$ cat config.mk
export PLATFORM = sky130hd
export DESIGN_NAME = rcc_sqrt_cell
export DESIGN_NICKNAME = d
export VERILOG_FILES = /design/src/hw/rtl/rcc_pkg.sv /design/src/hw/rtl/rcc_sqrt_cell.sv
export SDC_FILE = /design/constraint.sdc
export NUM_CORES = 1
export LEC_CHECK = 0
export BUFFER_PORTS_ARGS = -buffer_cell sky130_fd_sc_hd__buf_2
export CAP_MARGIN = 10
export CORE_MARGIN = 5
export CORE_UTILIZATION = 25
export CTS_BUF_LIST = sky130_fd_sc_hd__clkbuf_4 sky130_fd_sc_hd__clkbuf_8 sky130_fd_sc_hd__clkbuf_16
export DETAILED_ROUTE_END_ITERATION = 10
export PLACE_DENSITY = 0.51
export SLEW_MARGIN = 10
export SYNTH_ARGS = -nofsm -noshare
export SYNTH_HDL_FRONTEND = slang
export SYNTH_SLANG_ARGS = --single-unit
$ cat constraint.sdc
create_clock -name clk -period 2.5 [get_ports clk]
set_clock_uncertainty 0.2 [all_clocks]
set_input_delay 0.25 -clock clk [delete_from_list [all_inputs] [get_ports clk]]
set_output_delay 0.25 -clock clk [all_outputs]
set_load 0.05 [all_outputs]
$ cat src/hw/rtl/rcc_pkg.sv
// Shared widths and pipeline word types for the rectangle-circle contact block.
package rcc_pkg;

  localparam int COORD_BITS = 24;
  localparam int NORM_FRAC  = 14;
  localparam int NORM_W     = 16;
  localparam int RAD_W      = COORD_BITS - 1;
  localparam int DMAG_W     = COORD_BITS + 1;
  localparam int SQ_W       = 2 * DMAG_W;
  localparam int SUM_W      = SQ_W + 2;
  localparam int ROOT_W     = SUM_W / 2;
  localparam int DIV_W      = ROOT_W + NORM_FRAC;
  localparam int QUO_W      = NORM_FRAC + 1;

  typedef struct packed {
    logic              neg_x;
    logic              neg_y;
    logic [DMAG_W-1:0] mag_x;
    logic [DMAG_W-1:0] mag_y;
    logic [RAD_W-1:0]  rad;
  } sq_side_t;

  typedef struct packed {
    logic [SUM_W-1:0]  rest;
    logic [ROOT_W+1:0] rem;
    logic [ROOT_W-1:0] root;
  } sq_st_t;

  typedef struct packed {
    logic [DIV_W-1:0]  rem_x;
    logic [DIV_W-1:0]  rem_y;
    logic [DIV_W-1:0]  dsh;
    logic [QUO_W-1:0]  q_x;
    logic [QUO_W-1:0]  q_y;
    logic              neg_x;
    logic              neg_y;
    logic [ROOT_W-1:0] len;
    logic [RAD_W-1:0]  rad;
  } dv_st_t;

endpackage

$ cat src/hw/rtl/rcc_sqrt_cell.sv
// One digit cell of the square root chain: settles one root bit per word.
module rcc_sqrt_cell import rcc_pkg::*; (
  input  logic     clk,
  input  logic     rst_n,
  input  logic     en,
  input  logic     in_v,
  input  sq_st_t   in_st,
  input  sq_side_t in_side,
  output logic     out_v,
  output sq_st_t   out_st,
  output sq_side_t out_side
);

  logic [ROOT_W+1:0] rem_w;
  logic [ROOT_W+1:0] trial;
  logic              ge;
  logic              v_r;
  sq_st_t            st_r;
  sq_st_t            st_nxt;
  sq_side_t          side_r;

  always_comb begin
    rem_w  = {in_st.rem[ROOT_W-1:0], in_st.rest[SUM_W-1 -: 2]};
    trial  = {in_st.root, 2'b01};
    ge     = (rem_w >= trial);
    st_nxt.rest = {in_st.rest[SUM_W-3:0], 2'b00};
    st_nxt.rem  = ge ? (rem_w - trial) : rem_w;
    st_nxt.root = {in_st.root[ROOT_W-2:0], ge};
  end

  always_ff @(posedge clk) begin
    if (!rst_n) begin
      v_r <= 1'b0;
    end else if (en) begin
      v_r <= in_v;
    end
    if (en) begin
      st_r   <= st_nxt;
      side_r <= in_side;
    end
  end

  assign out_v    = v_r;
  assign out_st   = st_r;
  assign out_side = side_r;

endmodule

## After elaboration in Yosys (flattened, before gate mapping)

Cells that the tools add are included.

- Bits of input ports: 185
- Output and inout bits: 182
- Flip-flop bits (word level): 180

- Order comparisons: 1
- Mux-type cells: 1
- Add/subtract/negate cells: 1

Operators by type and width:

| kind | count |
|---|---|
| $ge A28 B28 Y1 | 1 |
| $mux W28 | 1 |
| $sub A28 B28 Y28 | 1 |

## Logic depth before layout (Yosys ltp)

Gate-level depths: netlist of run 1.

- Depth after elaboration: 2
- Mapped depth: 11
- Gate-level depth less buffers: 9

## Least setup slack after synthesis of run 1

OpenSTA, ideal clock, no wires.

- Kind: input port to flip-flop
- Start point: input in_st[15] in the netlist's numbering
- End point: register st_r, in the netlist out_st[33], data pin
- Stages on the path: 10
- Setup slack: -0.189 ns
- Arrival: 2.227 ns
- Required time: 2.038 ns
- Path through: inv_1 ha_1 clkbuf_1 nand2_1 or3_1 nor3b_2 o21ai_1 a41oi_2 buf_6 mux2_1

RTL lines:

| item | line | text |
|---|---|---|
| start: declaration | rcc_sqrt_cell.sv:7 | `input sq_st_t in_st,` |
| end signal: assignment | rcc_sqrt_cell.sv:38 | `st_r <= st_nxt;` |
| end: declaration | rcc_sqrt_cell.sv:18 | `sq_st_t st_r;` |

==> results of run 1 <==
worst paths after layout:
path,cells past startpoint,endpoint
worst min-delay path,3,out_st[50]$_DFFE_PP_
worst max-delay path,9,out_st[52]$_DFFE_PP_
worst min register to register,3,out_v$_SDFFE_PN0P_
worst max register to register,3,out_v$_SDFFE_PN0P_
logic make-up after synthesis:
kind of cell | synth area share
buf+inv | 0.0334
mux | 0.0118
xor+xnor | 0.0272
compound gates | 0.0927
fa+ha+maj | 0.0473
simple gates | 0.0588
flops | 0.728
other cells | 0.000506
per-layer routing:
metal | vias to the layer above | wire length [um] | GRT usage
li1 | 3116 | - | -
met3 | 23 | 1570 | 0.0377
met1 | 2986 | 10300 | 0.172
met5 | - | 7 | 0
met2 | 230 | 14100 | 0.287
met4 | 2 | 435 | 0.0387
worst max-delay path: stages:
cell and delay, ps:
dlygate4sd3_1 530, buf_2 120, inv_1 40, ha_1 320, nand2_1 80, or4_1 510
o21bai_1 200, xor2_1 90, mux2_4 260
area by class of cell:
cell class	count	share of cell area
Clock buffer	17	0.0333
Inverter	41	0.0130
Multi-Input combinational cell	262	0.150
Timing Repair Buffer	619	0.331
Tap cell	390	0.0382
Clock inverter	14	0.0129
Sequential cell	180	0.422
synth_stat cells (all sizes together) (2+ instances only):
cell type,instances
nand2,18
a31oi,3
nor2,34
and3,3
nand4,6
buf,9
nor2b,5
o21ai,18
clkbuf,4
and4,2
nand2b,2
o31ai,2
inv,41
a21oi,47
o211ai,3
a221oi,2
o21bai,5
edfxtp,179
or4,2
a21o,9
o2111ai,2
or2,2
nor4,2
xnor2,15
a31o,3
nor3,5
o22ai,3
o21a,5
nand3,6
xor2,8
a21boi,2
ha,28
mux2i,2
a211oi,2
mux2,6
flip-flops by register name (all words and copies together), names as in the netlist:
name / flops
out_side: 75
out_st: 104
out_v: 1
stage by stage:
stage	setup slack, ps	area [um2]	cells
floorplan	-40.9	7580	496
global route	-3.35	12800	1523
finish	78.8	12800	1523
detailed placement	-294	10400	1320
global placement	-305	10400	1320
CTS	65.7	12700	1521
timing repair:
item	4_1_cts	5_1_grt
hold endpoints to repair	169	0
buffers inserted	0	1
gates resized for setup	0	5
endpoints found under the setup margin	0	17
hold buffers	170	0
layout by cell type (no fill, tap or decap), drive strengths merged, types with 3 or more instances in the layout:
cell type    instances
mux2                 6
nand2               18
a31oi                3
a21oi               47
o21bai               5
nor3                 5
nor2                34
clkinv               5
ha                  28
xor2                 8
a31o                 3
buf                447
dlygate4sd3        170
inv                 48
edfxtp             179
a21o                 9
o21ai               18
o211ai               3
o21a                 5
nor2b                5
nand3                6
o22ai                3
and3                 3
xnor2               15
clkbuf              19
nand4                6
power by group through the flow:
stage                     Combinational (uW)  Clock [uW]  Sequential, uW
after CTS                               2490        2800            3700
after global placement                  2260           0            3760
after floorplan                          515           0            4720
after detailed placement                2270           0            3760
final                                   2500        2700            3690
after global routing                    2630        2920            3720
==> out/summary.txt, run 1 <==
Starting Density: 0.251
Pwr dens: 695 mW/mm2
GPL Wtd Cong: 0.845
Logic pwr share: 0.281
Utilization after layout: 0.434
Crit start category: primary input
Slew Viols, Final: 0
CTS tree: done
Routed wire length: 26,400 um
Ant diodes: 0
Cell Int Power: 5920 uW
Post-synthesis sequential area ratio: 0.728
Reg power frac: 0.415
Tot Pwr: 8890 uW
Mapped Cells: 495
Num CTS Buffers: 17
Hold Path Class: primary input to register
Layout area overhead: 72.6%
H-tree levels: 4
Via count of the first global-routing pass: 6,640
Io pins: 367
Core area: 0.0295 mm2
Routed WL per cell: 17.3 um
Global-route wire length before repair: 38,700 um
Mapped Area: 0.00741 mm2
Ys flop type: edfxtp_1
Post-synth top area share: 0.726
Period minus WS final: 2420 ps
Gr ovfl total: 0
Routed via count: 6,357
Largest area contributor in the netlist: edfxtp_1
Setup slack, reg-to-reg: 1150 ps
WHS: 11.0 ps
Detail Route Antenna Nets: 0
Fin Setup TNS: 0 ps
Multi-input gate area: 0.00192 mm2
Drt via density: 4.17
CP arrival: 2410 ps
# nets final: 1,334
Root buf cell: clkbuf_16
Max FO, Critical Path: 3
Total Routing Usage GR: 0.152
Initial antenna violation count: 1
Highest Clock Rate: 413 MHz
Clock group share of total power: 0.304
Reg2reg start: out_v$_SDFFE_PN0P_
Die Wd: 182 um
Register area: 0.00540 mm2
HP Start: in_st[48]
# clock sinks: 180
Die Y: 182 um
Final hold vios: 0
Unique cell type count in the Yosys netlist: 49
Post-synth ARST share: 0
CP endpoint kind: register
Synth Warn #: 0
Crit path from: in_st[22]
Maximum vdd drop: 0.456 mV
CP Data Required Time: 2490 ps
Largest net degree at the start of global routing: 53
CP Class: primary input to register
DR pass1 iterations: 4
Setup violations, final: 0
Final period util: 0.968
Port buffer count: 362
Bufs on Longest Clock Path: 2
FILL cells: 2,769
Synth top area cells: edfxtp_1 (73%), ha_1 (4.7%), a21oi_1 (3.2%), inv_1 (2.1%), xnor2_1 (1.8%)
Initial DRC Count: 309
Yosys reg bits: 180
Worst-Skew Late Latency: 420 ps
# Max-Cap Violations: 0
Clock transition at path regs: 80 ps
Avg Inst Size Synth: 15.0 um2
Row Count: 63
Number of enable flip-flop cells after synthesis: 179
Status: complete, no violations
Leak pwr: 0.00558 uW
DP HPWL: 19,700 um
Sw Ratio: 0.334
Die area: 0.0332 mm2
Share of post-route cells with drive strength above 1: 0.447
Remaining DRCs: 0
NetSw: 2970 uW
No activity file was read; power rests on OpenSTA's default activity.
==> run 2, diff against run 1 <==
--- a/config.mk
+++ b/config.mk
@@ -12,6 +12,7 @@
 export CTS_BUF_LIST = sky130_fd_sc_hd__clkbuf_4 sky130_fd_sc_hd__clkbuf_8 sky130_fd_sc_hd__clkbuf_16
 export DETAILED_ROUTE_END_ITERATION = 10
 export PLACE_DENSITY = 0.51
+export RECOVER_POWER = 50
 export SLEW_MARGIN = 10
 export SYNTH_ARGS = -nofsm -noshare
 export SYNTH_HDL_FRONTEND = slang
==> run 2 against run 1 <==
Worst hold slack better by 0.52 ps. Register-to-register slack is essentially flat. Count of clock-buffer cells in the layout unchanged. Setup slack is essentially flat. Design area down 0.42%. Sequential share of layout area increased by 0.18 points. Routed wire length decreased by 0.15%. Combinational power about the same. Power decreased by 0.12%. Global-route usage unchanged. Via count decreased by 0.22%. Largest cell class unchanged. Largest power group unchanged.
==> out/summary.txt, run 2 (same netlist as run 1, synthesis figures left out) <==
Status: complete, no violations
Fin Setup TNS: 0 ps (unchanged)
Slew Limit Headroom: 0.165
Initial antenna violation count: 1 (unchanged)
Layout area overhead: 71.9%
Largest net degree at the start of global routing: 53 (unchanged)
Slew Viols, Final: 0 (unchanged)
H-tree levels: 4 (unchanged)
Largest register FFs: 104 (unchanged)
Max FO, Critical Path: 3 (unchanged)
Share of post-route cells with drive strength above 1: 0.435 (-0.0124)
Starting Density: 0.251 (unchanged)
Die area: 0.0332 mm2 (unchanged)
FILL cells: 2,778 (+0.33%)
Routed wire length: 26,300 um (-0.15%)
Root buf cell: clkbuf_16
# clock sinks: 180 (unchanged)
Gr ovfl total: 0 (unchanged)
Design area: 0.0127 mm2 (-0.42%)
Remaining DRCs: 0 (unchanged)
CP arrival: 2410 ps (about the same)
Core area: 0.0295 mm2 (unchanged)
Via count of the first global-routing pass: 6,640 (unchanged)
Io pins: 367 (unchanged)
Setup violations, final: 0 (unchanged)
R2R cell count: 3 (unchanged)
# Max-Cap Violations: 0 (unchanged)
Final period util: 0.969 (about the same)
Ant diodes: 0 (unchanged)
Worst Setup EP: out_st[52]$_DFFE_PP_
Num CTS Buffers: 17 (unchanged)
WP depth: 9 (unchanged)
CP Data Required Time: 2490 ps (about the same)
Most common cell after layout, fill and taps aside: buf_2
Die Wd: 182 um (unchanged)
Setup ws final: 78.5 ps (-0.337 ps)
Cell Chain, Critical Path: dlygate4sd3_1 > buf_2 > inv_1 > ha_1 > nand2_1 > or4_1 > o21bai_1 > xor2_1 > mux2_4
Multi-input gate area: 0.00192 mm2 (unchanged)
Row Count: 63 (unchanged)
CP max stage delay: 530 ps (about the same)
Maximum vdd drop: 0.455 mV (-0.15%)
Bufs on Longest Clock Path: 2 (unchanged)
CP Class: primary input to register
Reg2reg start: out_v$_SDFFE_PN0P_
Port buffer count: 362 (unchanged)
Most used cells in the layout excluding fill and tap cells: buf_2 (346), edfxtp_1 (179), dlygate4sd3_1 (170), buf_4 (80), a21oi_1 (45)
Setup slack, reg-to-reg: 1150 ps (about the same)
Drt via density: 4.16 (-0.22%)
Routed WL per cell: 17.3 um (-0.15%)
Top Family by Delay on Critical Path: buffers and inverters
DR pass1 iterations: 4 (unchanged)
GPL Wtd Cong: 0.845 (unchanged)
Clock transition at path regs: 80 ps (about the same)
Die Y: 182 um (unchanged)
Crit start category: primary input
Hold Path Class: primary input to register
Final hold vios: 0 (unchanged)
Global-route wire length before repair: 38,700 um (unchanged)
Crit path from: in_st[22]
Total Routing Usage GR: 0.152 (unchanged)
Highest Clock Rate: 413 MHz (about the same)
DP Area: 0.0104 mm2 (unchanged)
Register area: 0.00540 mm2 (unchanged)
CTS tree: done
CP endpoint kind: register
RR Endpoint: out_v$_SDFFE_PN0P_
Worst-Skew Late Latency: 420 ps (about the same)
Slowest-stage cell, CP: dlygate4sd3_1
DP HPWL: 19,700 um (unchanged)
Pre-CTS setup slack: -294 ps (unchanged)
Worst Max-Slew Pin Slew: 1250 ps
Period minus WS final: 2420 ps (+0.337 ps)
Pwr dens: 698 mW/mm2 (+0.30%)
Initial DRC Count: 304 (-1.6%)
Detail Route Antenna Nets: 0 (unchanged)
# nets final: 1,334 (unchanged)
Routed via count: 6,343 (-0.22%)
Leak pwr: 0.00553 uW (-0.93%)
Critical path buffer and inverter count: 3 (unchanged)
## run 2: changes by cell type in the layout (fill, tap and decap cells not counted), sizes merged
| cell | previous run | this run |
|---|---|---|
| clkbuf | 19 | 39 |
| buf | 447 | 427 |
## run 2: cell type report
type / instances / area share
clock buffers: 17 / 0.0334
clock inverters: 14 / 0.0130
inverters: 41 / 0.0131
multi-input cells: 262 / 0.151
flip-flops and latches: 180 / 0.424
well taps: 390 / 0.0383
repair buffers: 619 / 0.328
## run 2: how the worst min path moves through the flow
stage	startpoint	cells past startpoint	slack (ps)	end
finish	in_st[48]	3	10	out_st[50]$_DFFE_PP_
global route	in_st[48]	3	6	out_st[50]$_DFFE_PP_
CTS	in_st[36]	3	0.9	out_st[38]$_DFFE_PP_
detailed placement	in_st[86]	1	230	out_st[88]$_DFFE_PP_
global placement	in_side[65]	1	230	out_side[65]$_DFFE_PP_
floorplan	in_side[0]	0	150	out_side[0]$_DFFE_PP_
## run 2: tightest hold or removal path: stages
cell and delay, ps:
buf_2 110, nor2_1 50, a21oi_1 120
## run 2: per-layer routing
layer	share of wire	vias up	track usage
met4	0.015	2	0.0387
met5	0.00027	-	0
met2	0.53	219	0.287
met1	0.39	2987	0.172
met3	0.058	19	0.0377
li1	-	3116	-
## run 2: repair_timing
| action | CTS | global route |
|---|---|---|
| hold buffers | 170 | 0 |
| endpoints found under the hold margin | 169 | 0 |
| gates resized for setup | 0 | 5 |
| setup buffers | 0 | 1 |
| endpoints found under the setup margin | 0 | 17 |
## run 2: power breakdown
part	switching, uW	internal [uW]
logic	1630	857
registers	65.3	3630
clock network	1280	1420
total	2970	5910
## run 2: metrics by stage
stage | power (uW) | hold slack, ps | util | instances
final | 8880 | 11.5 | 0.432 | 1523
after global placement | 6020 | 227 | 0.354 | 1320
after CTS | 8980 | 0.938 | 0.432 | 1521
after floorplan | 5230 | 149 | - | 496
after detailed placement | 6030 | 228 | 0.354 | 1320
after global routing | 9270 | 5.59 | 0.432 | 1523
