### src/hw/rtl/rcc_pkg.sv
// Shared widths and pipeline word types for the rectangle-circle contact block.
package rcc_pkg;

  localparam int COORD_BITS = 24;
  localparam int NORM_FRAC  = 14;
  localparam int NORM_W     = 16;
  localparam int RAD_W      = COORD_BITS - 1;
  localparam int DMAG_W     = COORD_BITS + 1;
  localparam int SQ_W       = 2 * DMAG_W;
  localparam int SUM_W      = SQ_W + 2;
  localparam int ROOT_W     = SUM_W / 2;
  localparam int DIV_W      = ROOT_W + NORM_FRAC;
  localparam int QUO_W      = NORM_FRAC + 1;

  typedef struct packed {
    logic              neg_x;
    logic              neg_y;
    logic [DMAG_W-1:0] mag_x;
    logic [DMAG_W-1:0] mag_y;
    logic [RAD_W-1:0]  rad;
  } sq_side_t;

  typedef struct packed {
    logic [SUM_W-1:0]  rest;
    logic [ROOT_W+1:0] rem;
    logic [ROOT_W-1:0] root;
  } sq_st_t;

  typedef struct packed {
    logic [DIV_W-1:0]  rem_x;
    logic [DIV_W-1:0]  rem_y;
    logic [DIV_W-1:0]  dsh;
    logic [QUO_W-1:0]  q_x;
    logic [QUO_W-1:0]  q_y;
    logic              neg_x;
    logic              neg_y;
    logic [ROOT_W-1:0] len;
    logic [RAD_W-1:0]  rad;
  } dv_st_t;

endpackage

### src/hw/rtl/rcc_div_cell.sv
// One cell of the normal divider chain: settles one quotient bit for x and for y.
module rcc_div_cell import rcc_pkg::*; (
  input  logic   clk,
  input  logic   rst_n,
  input  logic   en,
  input  logic   in_v,
  input  dv_st_t in_st,
  output logic   out_v,
  output dv_st_t out_st
);

  logic   ge_x;
  logic   ge_y;
  logic   v_r;
  dv_st_t st_r;
  dv_st_t st_nxt;

  always_comb begin
    st_nxt = in_st;
    ge_x   = (in_st.rem_x >= in_st.dsh);
    ge_y   = (in_st.rem_y >= in_st.dsh);
    st_nxt.rem_x = ge_x ? (in_st.rem_x - in_st.dsh) : in_st.rem_x;
    st_nxt.rem_y = ge_y ? (in_st.rem_y - in_st.dsh) : in_st.rem_y;
    st_nxt.q_x   = {in_st.q_x[QUO_W-2:0], ge_x};
    st_nxt.q_y   = {in_st.q_y[QUO_W-2:0], ge_y};
    st_nxt.dsh   = {1'b0, in_st.dsh[DIV_W-1:1]};
  end

  always_ff @(posedge clk) begin
    if (!rst_n) begin
      v_r <= 1'b0;
    end else if (en) begin
      v_r <= in_v;
    end
    if (en) begin
      st_r <= st_nxt;
    end
  end

  assign out_v  = v_r;
  assign out_st = st_r;

endmodule

### config.mk
export PLATFORM = sky130hd
export DESIGN_NAME = rcc_div_cell
export DESIGN_NICKNAME = d
export VERILOG_FILES = /design/src/hw/rtl/rcc_pkg.sv /design/src/hw/rtl/rcc_div_cell.sv
export SDC_FILE = /design/constraint.sdc
export NUM_CORES = 1
export LEC_CHECK = 0
export BUFFER_PORTS_ARGS = -buffer_cell sky130_fd_sc_hd__clkbuf_2
export CORE_AREA = 2 2 160 162
export DETAILED_ROUTE_END_ITERATION = 16
export DIE_AREA = 0 0 162 164
export GPL_TIMING_DRIVEN = 0
export PLACE_DENSITY = 0.75
export SYNTH_ARGS = -nofsm -noshare
export SYNTH_HDL_FRONTEND = slang
export SYNTH_SLANG_ARGS = --single-unit
### constraint.sdc
create_clock -name clk -period 5.85 [get_ports clk]
set_clock_uncertainty 0.15 [all_clocks]
set_input_delay 0 -clock clk [delete_from_list [all_inputs] [get_ports clk]]
set_output_delay 0 -clock clk [all_outputs]
set_load 0.05 [all_outputs]
# Yosys cells after proc, flatten, opt, wreduce, memory -nomap -nowiden
# Cells that the tools add are included.
[classes]
n_lt_le_gt_ge = 2
n_addsub = 2
n_mux = 2
[op_table]
columns = ["cell", "count"]
rows = [
  ["40-bit greater-or-equal comparator", 2],
  ["40-bit two-way mux", 2],
  ["40-bit subtractor", 2],
]
[word_totals]
regBits = 201
input_bits = 205
output_inout_bits = 202
wordCells = 16

# Longest topological paths before layout
# Gate-level depths: netlist (run 1).
[logic_depth]
ltp_word = 2
ltp_mapped = 14
ltp_nobuf = 13

# Worst setup path after synthesis (run 1)
# Ideal clock, no wire load.
[synth_path]
path_type = "input to register"
start = "in in_st[96] (netlist bit)"
end = "reg st_r, in the netlist out_st[155], data pin"
arrival_ns = 2.201
cell_stages = 11
t_required_ns = 5.438
path_slack_ns = 3.237
setup_ns = 0.262
path_buffers = 0
cell_sequence = "inv_1 > ha_1 > a21o_1 > o21bai_1 > a311o_1 > or2_2 > o21ai_0 > o2111ai_1 > a31oi_1 > xor2_1 > o21ai_0"
[synth_rtl]
columns = ["element", "line", "text"]
rows = [
  ["start: declaration", "rcc_div_cell.sv:7", "input dv_st_t in_st,"],
  ["end signal: assignment", "rcc_div_cell.sv:36", "st_r <= st_nxt;"],
  ["end: declaration", "rcc_div_cell.sv:15", "dv_st_t st_r;"],
]

==> parameters.txt, run 1 <==
Parameter                              Value

Placed design
  Detailed placement HPWL    30,000 um
  Number of input and output port buffers inserted    403
  Pre-CTS setup slack    ~2300 ps
  Gpl congestion    between 0.8 and 0.9

Floorplanning
  Top Ports    407
  Site row count    58
  Starting density of the core    0.466
  Die W    approximately 160 um
  Die H    164 um
  Die Area    26,600 um2
  Core region area    approximately 25,000 um2

STA
  Worst Setup Slack, final    1830 ps
  Slew HR    0.510
  Time the worst path needs with I/O delays and setup    4020 ps
  Worst slew pin tran    ~730 ps
  Sum of negative setup slack    0 ps
  RSZ-0062 raised after global routing    false
  Worst hold-check slack    25.2 ps
  Count of pins over their slew limit    0
  Final-report hold violation count    0
  Number of setup violations in the final report    0
  Portion of the clock cycle consumed by the worst path in the final layout    0.687
  Fmax    249 MHz

Finish
  Proportion of layout cells with a drive suffix above 1    0.268
  Post-layout util    0.674
  Area of all sequential standard cells    6030 um2
  Final net count    1,997
  # fillers    1,884
  Total area of multi-input combinational cells    5110 um2
  Layout-stage area growth over the synthesis result    44.9%

Power and ir drop
  Leakage power figure    7.56 nW
  Power per standard cell area    289 nW/um2
  Max IR drop VDD    ~0.23 mV

Drt
  Antenna Violating Nets Remaining    0
  Per-cell routed wire length    20.9 um
  Count of routing violations after the opening detailed-route iteration    about 800
  1st-pass router iterations    6
  Mean number of vias per cell    5.48
  Drc violations    0
  Total number of vias    around 11k
  Drt total wl    43,000 um

Yosys
  Net count after synthesis    1,366
  Top flip-flop cell by instance count after synthesis    sky130_fd_sc_hd__edfxtp_1
  Sequential cell area fraction in the yosys report    0.522
  Post-synthesis instance area    11,600 um2
  Warnings, synthesis    0
  Proportion of netlist area held by the largest area contributor    0.520
  Post-synthesis cell count    1,079
  Synth area leaders    sky130_fd_sc_hd__edfxtp_1 52%, sky130_fd_sc_hd__ha_1 8.7%, sky130_fd_sc_hd__o21ai_0 4.7%, sky130_fd_sc_hd__nand2_1 4.2%, sky130_fd_sc_hd__a21oi_1 3.6%
  Yosys reg bits    201
  Asr flop ratio synth    0
  Number of flops mapped to enable cells by yosys    200
  Biggest area consumer among synthesized cells    sky130_fd_sc_hd__edfxtp_1
  Post-Syn Area per Cell    10.7 um2
  Number of distinct standard cells referenced by the synthesized netlist    between 60 and 70

CTS
  Number of clock buffers inserted by TritonCTS    23
  Latest clock arrival within the worst-skew pair    500 ps
  Post-CTS Setup Repair Bufs    0
  CTS tree    yes
  TritonCTS Sinks    201
  Root cell of the clock tree    sky130_fd_sc_hd__clkbuf_16
  Longest Clk Path Bufs    3
  Worst-path clk slew    ~60 ps
  H-Tree Level Count    1
  Cts repair resizes    0

Worst setup path
  Kind of capture point of the worst setup path    flip-flop
  Critical-path cell list    dlygate4sd3_1 -> clkbuf_2 -> inv_1 -> ha_1 -> nor2b_1 -> o31a_1 -> o31ai_1 -> a21oi_1 -> a211oi_1 -> a211o_1 -> a21o_1 -> buf_6 -> buf_2 -> o21ai_0 -> dlygate4sd3_1
  Startpoint of the worst-slack reg-to-reg timing path    out_v
  Most common cell on crit path    sky130_fd_sc_hd__dlygate4sd3_1
  Required time at the worst-slack endpoint    just under 6000 ps
  R2r endpoint    out_v
  Largest incremental delay on the critical path    570 ps
  Critical path start-end classification    input pin to flip-flop
  Critical-path cell with the highest stage delay    sky130_fd_sc_hd__dlygate4sd3_1
  Critical path startpoint    in_st[83]
  R2R depth    3
  R2R Setup Slk    between 4000 and 5000 ps
  Critical Path Fanout Max    10
  Arrival time reported for the critical path endpoint    4120 ps
  Startpoint Class    input pin

Global route
  GRT Util Overall    0.308
  Wire length of the first global-routing pass    63,000 um
  Vias in the first global route    11.4k
  Overall overflow remaining after global route    0
  Number of antenna violations at the first check in global routing    2
  Pin count of the biggest net entering global routing    ~120

Outcome
  Run status    finished clean

Min path
  Hold crit path type    input pin to flip-flop
  End point of the most critical hold path    out_st[116]
  Number of cells on the worst hold path    1
  Worst min-delay path startpoint    en

Flow run
  Max-cap check violation count    0
-- layer usage --
metal | share of wire | track usage
met5 | 0 | 0
met2 | 0.51 | 0.570
met3 | 0.074 | 0.0551
met4 | 0.039 | 0.116
met1 | 0.38 | 0.355
-- cells in the final DEF, fill, tap and decap left out, drive strengths merged, types with 6 or more instances in the layout --
| master | netlist | routed |
|---|---|---|
| clkbuf | 21 | 455 |
| dlygate4sd3 | 0 | 202 |
| edfxtp | 200 | 200 |
| nand2 | 129 | 129 |
| o21ai | 112 | 112 |
| a21oi | 83 | 83 |
| ha | 80 | 80 |
| inv | 68 | 69 |
| nor2 | 51 | 51 |
| a21o | 46 | 46 |
| xor2 | 31 | 31 |
| xnor2 | 31 | 31 |
| nand3 | 18 | 18 |
| nand4 | 18 | 18 |
| o21a | 16 | 16 |
| buf | 13 | 14 |
| and3 | 13 | 13 |
| a211oi | 13 | 13 |
| o21bai | 12 | 12 |
| nor3 | 12 | 12 |
| nor2b | 9 | 9 |
| o31ai | 9 | 9 |
| o2111ai | 8 | 8 |
| a221oi | 7 | 7 |
| clkinv | 0 | 7 |
| nand2b | 6 | 6 |
| o211ai | 6 | 6 |
| nor4 | 6 | 6 |
-- layout make-up --
| type | count | area share |
|---|---|---|
| repair buffers | 606 | 0.243 |
| flip-flops and latches | 201 | 0.360 |
| plain buffers | 34 | 0.00949 |
| well taps | 330 | 0.0247 |
| inverters | 68 | 0.0152 |
| clock inverters | 10 | 0.00516 |
| multi-input cells | 776 | 0.306 |
| clock buffers | 31 | 0.0362 |
| diodes | 2 | 0.000299 |
-- where the power goes --
group	internal (W)	switching (W)
sequential	0.00177	0.0000549
combinational	0.000496	0.00114
clock	0.000774	0.000600
total	0.00304	0.00179
-- worst max path at each step --
stage | slack, ps | end | depth (start not counted)
after floorplan | 3240 | out_st[155] | 11
after global placement | 1600 | out_v | 3
after detailed placement | 2330 | out_st[155] | 13
after CTS | 1870 | out_st[121] | 15
after global routing | 1550 | out_st[121] | 15
final | 1830 | out_st[121] | 15
-- stage by stage --
stage               instances  power (W)  cell area, um2
finish                   2058    0.00484           16700
global route             2058    0.00502           16700
CTS                      2056    0.00481           16700
detailed placement       1813    0.00334           14000
global placement         1812    0.00333           14000
floorplan                1079    0.00290           11600
-- cells by family after synthesis --
kind of cell,synth area share
simple gates,0.111
other cells,0.000325
flops,0.522
mux,0.00476
xor+xnor,0.0470
fa+ha+maj,0.0901
compound gates,0.190
buf+inv,0.0358
-- synth_stat cells, types with 13 or more instances --
library cell,count
sky130_fd_sc_hd__a21oi_1,83
sky130_fd_sc_hd__o21a_1,16
sky130_fd_sc_hd__edfxtp_1,200
sky130_fd_sc_hd__xor2_1,31
sky130_fd_sc_hd__nand2_1,128
sky130_fd_sc_hd__inv_1,68
sky130_fd_sc_hd__and3_1,13
sky130_fd_sc_hd__xnor2_1,31
sky130_fd_sc_hd__nor2_1,51
sky130_fd_sc_hd__a211oi_1,13
sky130_fd_sc_hd__ha_1,80
sky130_fd_sc_hd__nand3_1,18
sky130_fd_sc_hd__nand4_1,18
sky130_fd_sc_hd__a21o_1,46
sky130_fd_sc_hd__o21ai_0,108
sky130_fd_sc_hd__clkbuf_1,20
-- worst max-delay path: cells and delay by family --
family	cells	cell delay, ps
compound gates	7	1820
buf+inv	6	1770
fa+ha+maj	1	360
simple gates	1	170
-- what timing repair did --
| action | CTS | global route |
|---|---|---|
| hold buffers | 202 | 0 |
| hold endpoints to repair | 199 | 0 |
| setup endpoints to repair | 0 | 0 |
-- flip-flops by register name (all words and copies together), names as in the netlist --
name and flops:
out_st 200, out_v 1
(Power assumes the default switching activity.)
==> inputs of run 2 (changes only) <==
==> constraint.sdc (replaced) <==
create_clock -name clk -period 4.22 [get_ports clk]
set_clock_uncertainty 0.15 [all_clocks]
set_input_delay 0 -clock clk [delete_from_list [all_inputs] [get_ports clk]]
set_output_delay 0 -clock clk [all_outputs]
set_load 0.05 [all_outputs]
==> run 2 against run 1 <==
Against the previous run: non-clock buffer count is the same; setup slack lost 1500 ps; first-iteration DRC count is the same; utilization about the same; critical endpoint unchanged; highest routed layer unchanged; clock-buffer cell count did not move; sequential share of layout area barely moved; global-route usage stayed put; sequential power rose by 38%; die area stayed put; clock power grew 39%; largest power group unchanged; flip-flop and latch count unchanged; largest cell class unchanged.
==> parameters.txt, run 2 (synthesized netlist as in run 1, its figures left out) <==
Parameter                              Value

Drt
  Antenna Violating Nets Remaining    0
  Mean number of vias per cell    5.47
  Total number of vias    ~11k
  Drt total wl    43,000 um
  Drc violations    0
  1st-pass router iterations    6
  Count of routing violations after the opening detailed-route iteration    798
  Per-cell routed wire length    20.9 um

Worst setup path
  Startpoint Class    input pin
  Critical path start-end classification    input pin to flip-flop
  Kind of capture point of the worst setup path    flip-flop
  Critical Path Fanout Max    10
  Required time at the worst-slack endpoint    between 4000 and 5000 ps
  Arrival time reported for the critical path endpoint    3970 ps

CTS
  Root cell of the clock tree    sky130_fd_sc_hd__clkbuf_16
  TritonCTS Sinks    201
  Longest Clk Path Bufs    3
  Latest clock arrival within the worst-skew pair    500 ps
  CTS tree    yes
  Worst-path clk slew    about 60 ps
  H-Tree Level Count    1
  Number of clock buffers inserted by TritonCTS    23
  Post-CTS Setup Repair Bufs    0

STA
  Number of setup violations in the final report    0
  Final-report hold violation count    0
  Sum of negative setup slack    0 ps
  RSZ-0062 raised after global routing    false
  Time the worst path needs with I/O delays and setup    ~3900 ps
  Worst slew pin tran    706 ps
  Fmax    about 260 MHz
  Slew HR    0.517
  Portion of the clock cycle consumed by the worst path in the final layout    0.916
  Count of pins over their slew limit    0

Finish
  Proportion of layout cells with a drive suffix above 1    0.268
  Final net count    1,997
  Commonest cells after routing, fill and taps aside    403 x sky130_fd_sc_hd__clkbuf_2, 202 x sky130_fd_sc_hd__dlygate4sd3_1, 200 x sky130_fd_sc_hd__edfxtp_1, 128 x sky130_fd_sc_hd__nand2_1, 108 x sky130_fd_sc_hd__o21ai_0
  Flip-flop count of the largest register, all copies and words added    200
  Commonest non-fill, non-tap cell in the layout    sky130_fd_sc_hd__clkbuf_2
  # fillers    1,882
  Post-layout util    0.675
  Layout-stage area growth over the synthesis result    44.9%

Placed design
  Detailed placement HPWL    30,000 um
  Number of input and output port buffers inserted    403
  Gpl congestion    0.885

Flow run
  Max-cap check violation count    0

Global route
  Vias in the first global route    11.4k
  Overall overflow remaining after global route    0
  Number of antenna violations at the first check in global routing    2
  GRT Util Overall    0.308
  Pin count of the biggest net entering global routing    around 120
  Wire length of the first global-routing pass    63,000 um

Outcome
  Run status    finished clean

Floorplanning
  Die Area    between 20,000 and 30,000 um2
  Top Ports    407
  Starting density of the core    0.466
  Die H    164 um
  Die W    approximately 160 um
  Site row count    58
  Core region area    roughly 25,000 um2

Min path
  Hold crit path type    input pin to flip-flop

Power and ir drop
  Max IR drop VDD    approximately 0.32 mV
  Power per standard cell area    roughly 400 nW/um2
  Leakage power figure    7.56 nW
run 2: cell counts in the layout (fill, tap and decap cells not counted):
Identical to the previous run, type by type.
run 2: worst max-delay path, stage by stage:
cell	delay (ps)
sky130_fd_sc_hd__dlygate4sd3_1	530
sky130_fd_sc_hd__clkbuf_2	130
sky130_fd_sc_hd__inv_1	110
sky130_fd_sc_hd__ha_1	290
sky130_fd_sc_hd__buf_2	190
sky130_fd_sc_hd__nand3_1	180
sky130_fd_sc_hd__nor3_2	310
sky130_fd_sc_hd__nand2_1	120
sky130_fd_sc_hd__o311ai_1	290
sky130_fd_sc_hd__a211oi_1	90
sky130_fd_sc_hd__a211o_1	340
sky130_fd_sc_hd__a21o_1	240
sky130_fd_sc_hd__buf_6	170
sky130_fd_sc_hd__buf_2	220
sky130_fd_sc_hd__nand2_1	90
sky130_fd_sc_hd__o21ai_0	80
sky130_fd_sc_hd__dlygate4sd3_1	570
run 2: repair_timing:
action / 4_1_cts / 5_1_grt
resized for setup: 0 / 1
hold buffers: 202 / 0
endpoints found under the setup margin: 0 / 1
hold endpoints to repair: 199 / 0
run 2: layer usage:
metal	track usage	up-vias	wire length, um
li1	-	5304	-
met1	0.355	5351	16100
met2	0.570	503	21900
met3	0.0551	100	3210
met4	0.116	0	1690
met5	0	-	0
run 2: through the flow:
step	total power [W]	worst slack (ps)	std cells	hold WS, ps	area [um2]
2_1_floorplan	0.00402	1610	1079	-51.1	11600
3_3_place_gp	0.00461	-27.7	1812	27.0	14000
3_5_place_dp	0.00462	697	1813	28.6	14000
4_1_cts	0.00666	241	2056	16.2	16700
5_1_grt	0.00696	87.6	2058	59.3	16700
6_report	0.00671	353	2058	29.1	16700
run 2: path summary, 6_finish.rpt:
| check | startpoint | end | slack [ps] | depth (start not counted) |
|---|---|---|---|---|
| setup / recovery | in_st[106] | out_st[121] | 350 | 17 |
| hold / removal | en | out_st[116] | 30 | 1 |
| setup reg to reg | out_v | out_v | 2920 | 3 |
| hold reg to reg | out_v | out_v | 910 | 3 |
run 2: layout make-up:
| class | instances | area [um2] | area share |
|---|---|---|---|
| Buffer | 34 | 159 | 0.00949 |
| Antenna cell | 2 | 5.00 | 0.000299 |
| Sequential cell | 201 | 6030 | 0.360 |
| Timing Repair Buffer | 606 | 4080 | 0.243 |
| Inverter | 68 | 255 | 0.0152 |
| Clock buffer | 31 | 606 | 0.0362 |
| Clock inverter | 10 | 86.3 | 0.00516 |
| Tap cell | 330 | 413 | 0.0247 |
| Multi-Input combinational cell | 776 | 5120 | 0.306 |
run 2: where the power goes:
part	switching (W)	leakage, nW	internal (W)
Clock	0.000835	0.335	0.00107
Sequential	0.0000760	1.96	0.00246
Combinational	0.00158	5.26	0.000688
==> inputs of run 3 (changes only) <==
--- a/config.mk
+++ b/config.mk
@@ -6,11 +6,11 @@
 export NUM_CORES = 1
 export LEC_CHECK = 0
 export BUFFER_PORTS_ARGS = -buffer_cell sky130_fd_sc_hd__clkbuf_2
-export CORE_AREA = 2 2 160 162
+export CORE_ASPECT_RATIO = 0.8
+export CORE_UTILIZATION = 50
 export DETAILED_ROUTE_END_ITERATION = 16
-export DIE_AREA = 0 0 162 164
 export GPL_TIMING_DRIVEN = 0
-export PLACE_DENSITY = 0.75
+export PLACE_DENSITY = 0.8
 export SYNTH_ARGS = -nofsm -noshare
 export SYNTH_HDL_FRONTEND = slang
 export SYNTH_SLANG_ARGS = --single-unit
==> run 3 against run 2 <==
Against the previous run: the flow now finishes with violations (negative hold slack); fmax decreased by 2.8%; flip-flop and latch count unchanged; total power increased by 0.98%; register-to-register slack about the same; combinational power about the same; clock-buffer cell count decreased by 1; sequential power about the same; setup slack got worse by 110 ps; critical path type unchanged; largest cell class unchanged.
==> parameters.txt, run 3 (synthesized netlist as in run 1, its figures left out) <==
Parameter                              Value

Outcome
  Violations in the final reports    negative hold slack
  Run status    finished, violations left

Drt
  Count of routing violations after the opening detailed-route iteration    between 1k and 1.5k
  Mean number of vias per cell    5.68
  Drt total wl    43,000 um
  Total number of vias    approximately 12k
  1st-pass router iterations    5
  Per-cell routed wire length    21.1 um
  Drc violations    0
  Antenna Violating Nets Remaining    0

Finish
  Final net count    between 1.5k and 2k
  Post-Layout Cell Count    2,036
  Commonest cells after routing, fill and taps aside    403 x sky130_fd_sc_hd__clkbuf_2, 203 x sky130_fd_sc_hd__dlygate4sd3_1, 200 x sky130_fd_sc_hd__edfxtp_1, 128 x sky130_fd_sc_hd__nand2_1, 108 x sky130_fd_sc_hd__o21ai_0
  Commonest non-fill, non-tap cell in the layout    sky130_fd_sc_hd__clkbuf_2
  Proportion of layout cells with a drive suffix above 1    0.268
  Flip-flop count of the largest register, all copies and words added    200
  Layout-stage area growth over the synthesis result    45.0%

Global route
  GRT Util Overall    0.345
  Vias in the first global route    11.1k
  Pin count of the biggest net entering global routing    115
  Wire length of the first global-routing pass    between 60,000 and 70,000 um
  Overall overflow remaining after global route    0
  Number of antenna violations at the first check in global routing    4

CTS
  Worst-path clk slew    60 ps
  Cts repair resizes    0
  H-Tree Level Count    1
  TritonCTS Sinks    201
  Latest clock arrival within the worst-skew pair    510 ps
  CTS tree    yes
  Number of clock buffers inserted by TritonCTS    22
  Root cell of the clock tree    sky130_fd_sc_hd__clkbuf_16
  Longest Clk Path Bufs    3

Worst setup path
  Most common cell on crit path    sky130_fd_sc_hd__dlygate4sd3_1
  Required time at the worst-slack endpoint    4330 ps
  Kind of capture point of the worst setup path    flip-flop
  Largest incremental delay on the critical path    ~570 ps
  Critical-path cell list    dlygate4sd3_1 -> clkbuf_2 -> inv_1 -> ha_1 -> fa_1 -> nor2b_1 -> o31a_1 -> o31ai_1 -> a21oi_1 -> a211oi_1 -> a211o_1 -> a21o_1 -> buf_6 -> buf_2 -> o21ai_0 -> dlygate4sd3_1
  Critical Path Fanout Max    10
  Startpoint Class    input pin
  Critical-path cell with the highest stage delay    sky130_fd_sc_hd__dlygate4sd3_1
  Critical path start-end classification    input pin to flip-flop
  Arrival time reported for the critical path endpoint    4090 ps

STA
  Worst hold-check slack    -35.8 ps
  Worst slew pin tran    776 ps
  Time the worst path needs with I/O delays and setup    3980 ps
  Slew HR    0.483
  Fmax    251 MHz
  Final-report hold violation count    8
  Number of setup violations in the final report    0
  Portion of the clock cycle consumed by the worst path in the final layout    0.943
  Count of pins over their slew limit    0
  Worst Setup Slack, final    242 ps
  RSZ-0062 raised after global routing    false

Placed design
  Pre-CTS setup slack    759 ps
  Gpl congestion    around 0.95
  Cell count after placement    about 1.8k
  Number of input and output port buffers inserted    403
  Detailed placement HPWL    just under 30,000 um

Power and ir drop
  Max IR drop VDD    0.342 mV
  Leakage power figure    7.58 nW
  Power per standard cell area    404 nW/um2

Floorplanning
  Starting density of the core    0.512
  Die H    138 um
  Core region area    22,600 um2
  Site row count    49
  Die W    172 um
  Die Area    23,700 um2
  Top Ports    407

Flow run
  Max-cap check violation count    0

Min path
  Hold crit path type    input pin to flip-flop
run 3: changes by cell type in the layout (fill, tap and decap cells not counted), sizes merged:
cell	delta
diode	+2
inv	-1
bufinv	+1
clkinvlp	-1
clkinv	+1
dlygate4sd3	+1
clkbuf	-1
run 3: what timing repair did:
item                                   CTS  global route
hold buffers                           203             0
endpoints found under the hold margin  199             0
buffers inserted                         0             0
run 3: path summary, 6_finish.rpt:
kind                      end  cells after the start  slack [ps]        from
hold reg to reg         out_v                      3         940       out_v
setup / recovery  out_st[121]                     16         240  in_st[121]
setup reg to reg        out_v                      3        2910       out_v
hold / removal     out_st[85]                      1         -40          en
run 3: worst max-delay path, delay by kind of cell:
kind	cells	cell delay, ps
buffers and inverters	6	1770
and+or+nand+nor	1	80
adders and majority gates	2	440
AOI/OAI and AO/OA	7	1790
run 3: per-layer routing:
metal	wire, um	share of wire	GRT usage	vias to the layer above
li1	-	-	-	5308
met2	20800	0.48	0.600	647
met1	17000	0.39	0.427	5515
met5	0	0	0	-
met4	1630	0.038	0.129	0
met3	3590	0.083	0.0645	98
run 3: final cells by class:
| type | count | area, um2 |
|---|---|---|
| flip-flops and latches | 201 | 6030 |
| plain buffers | 34 | 159 |
| inverters | 68 | 255 |
| multi-input cells | 776 | 5110 |
| clock inverters | 10 | 115 |
| diodes | 4 | 10.0 |
| fillers | 1544 | 5810 |
| repair buffers | 607 | 4090 |
| clock buffers | 30 | 601 |
| well taps | 306 | 383 |
run 3: power breakdown:
part	switching (W)	internal (W)	leakage [nW]
combinational	0.00159	0.000690	5.27
sequential	0.0000773	0.00246	1.96
clock	0.000833	0.00113	0.349
total	0.00250	0.00427	7.58
run 3: per-stage QoR:
step | setup TNS (ps) | total power (W) | hold WS, ps | cell area [um2] | utilization
6_report | 0 | 0.00677 | -35.8 | 16700 | 0.742
3_3_place_gp | -25.9 | 0.00460 | 27.8 | 14000 | 0.618
2_1_floorplan | 0 | 0.00402 | -51.1 | 11600 | -
3_5_place_dp | 0 | 0.00462 | 28.6 | 14000 | 0.620
4_1_cts | 0 | 0.00668 | 16.0 | 16700 | 0.742
5_1_grt | 0 | 0.00698 | 19.1 | 16700 | 0.742
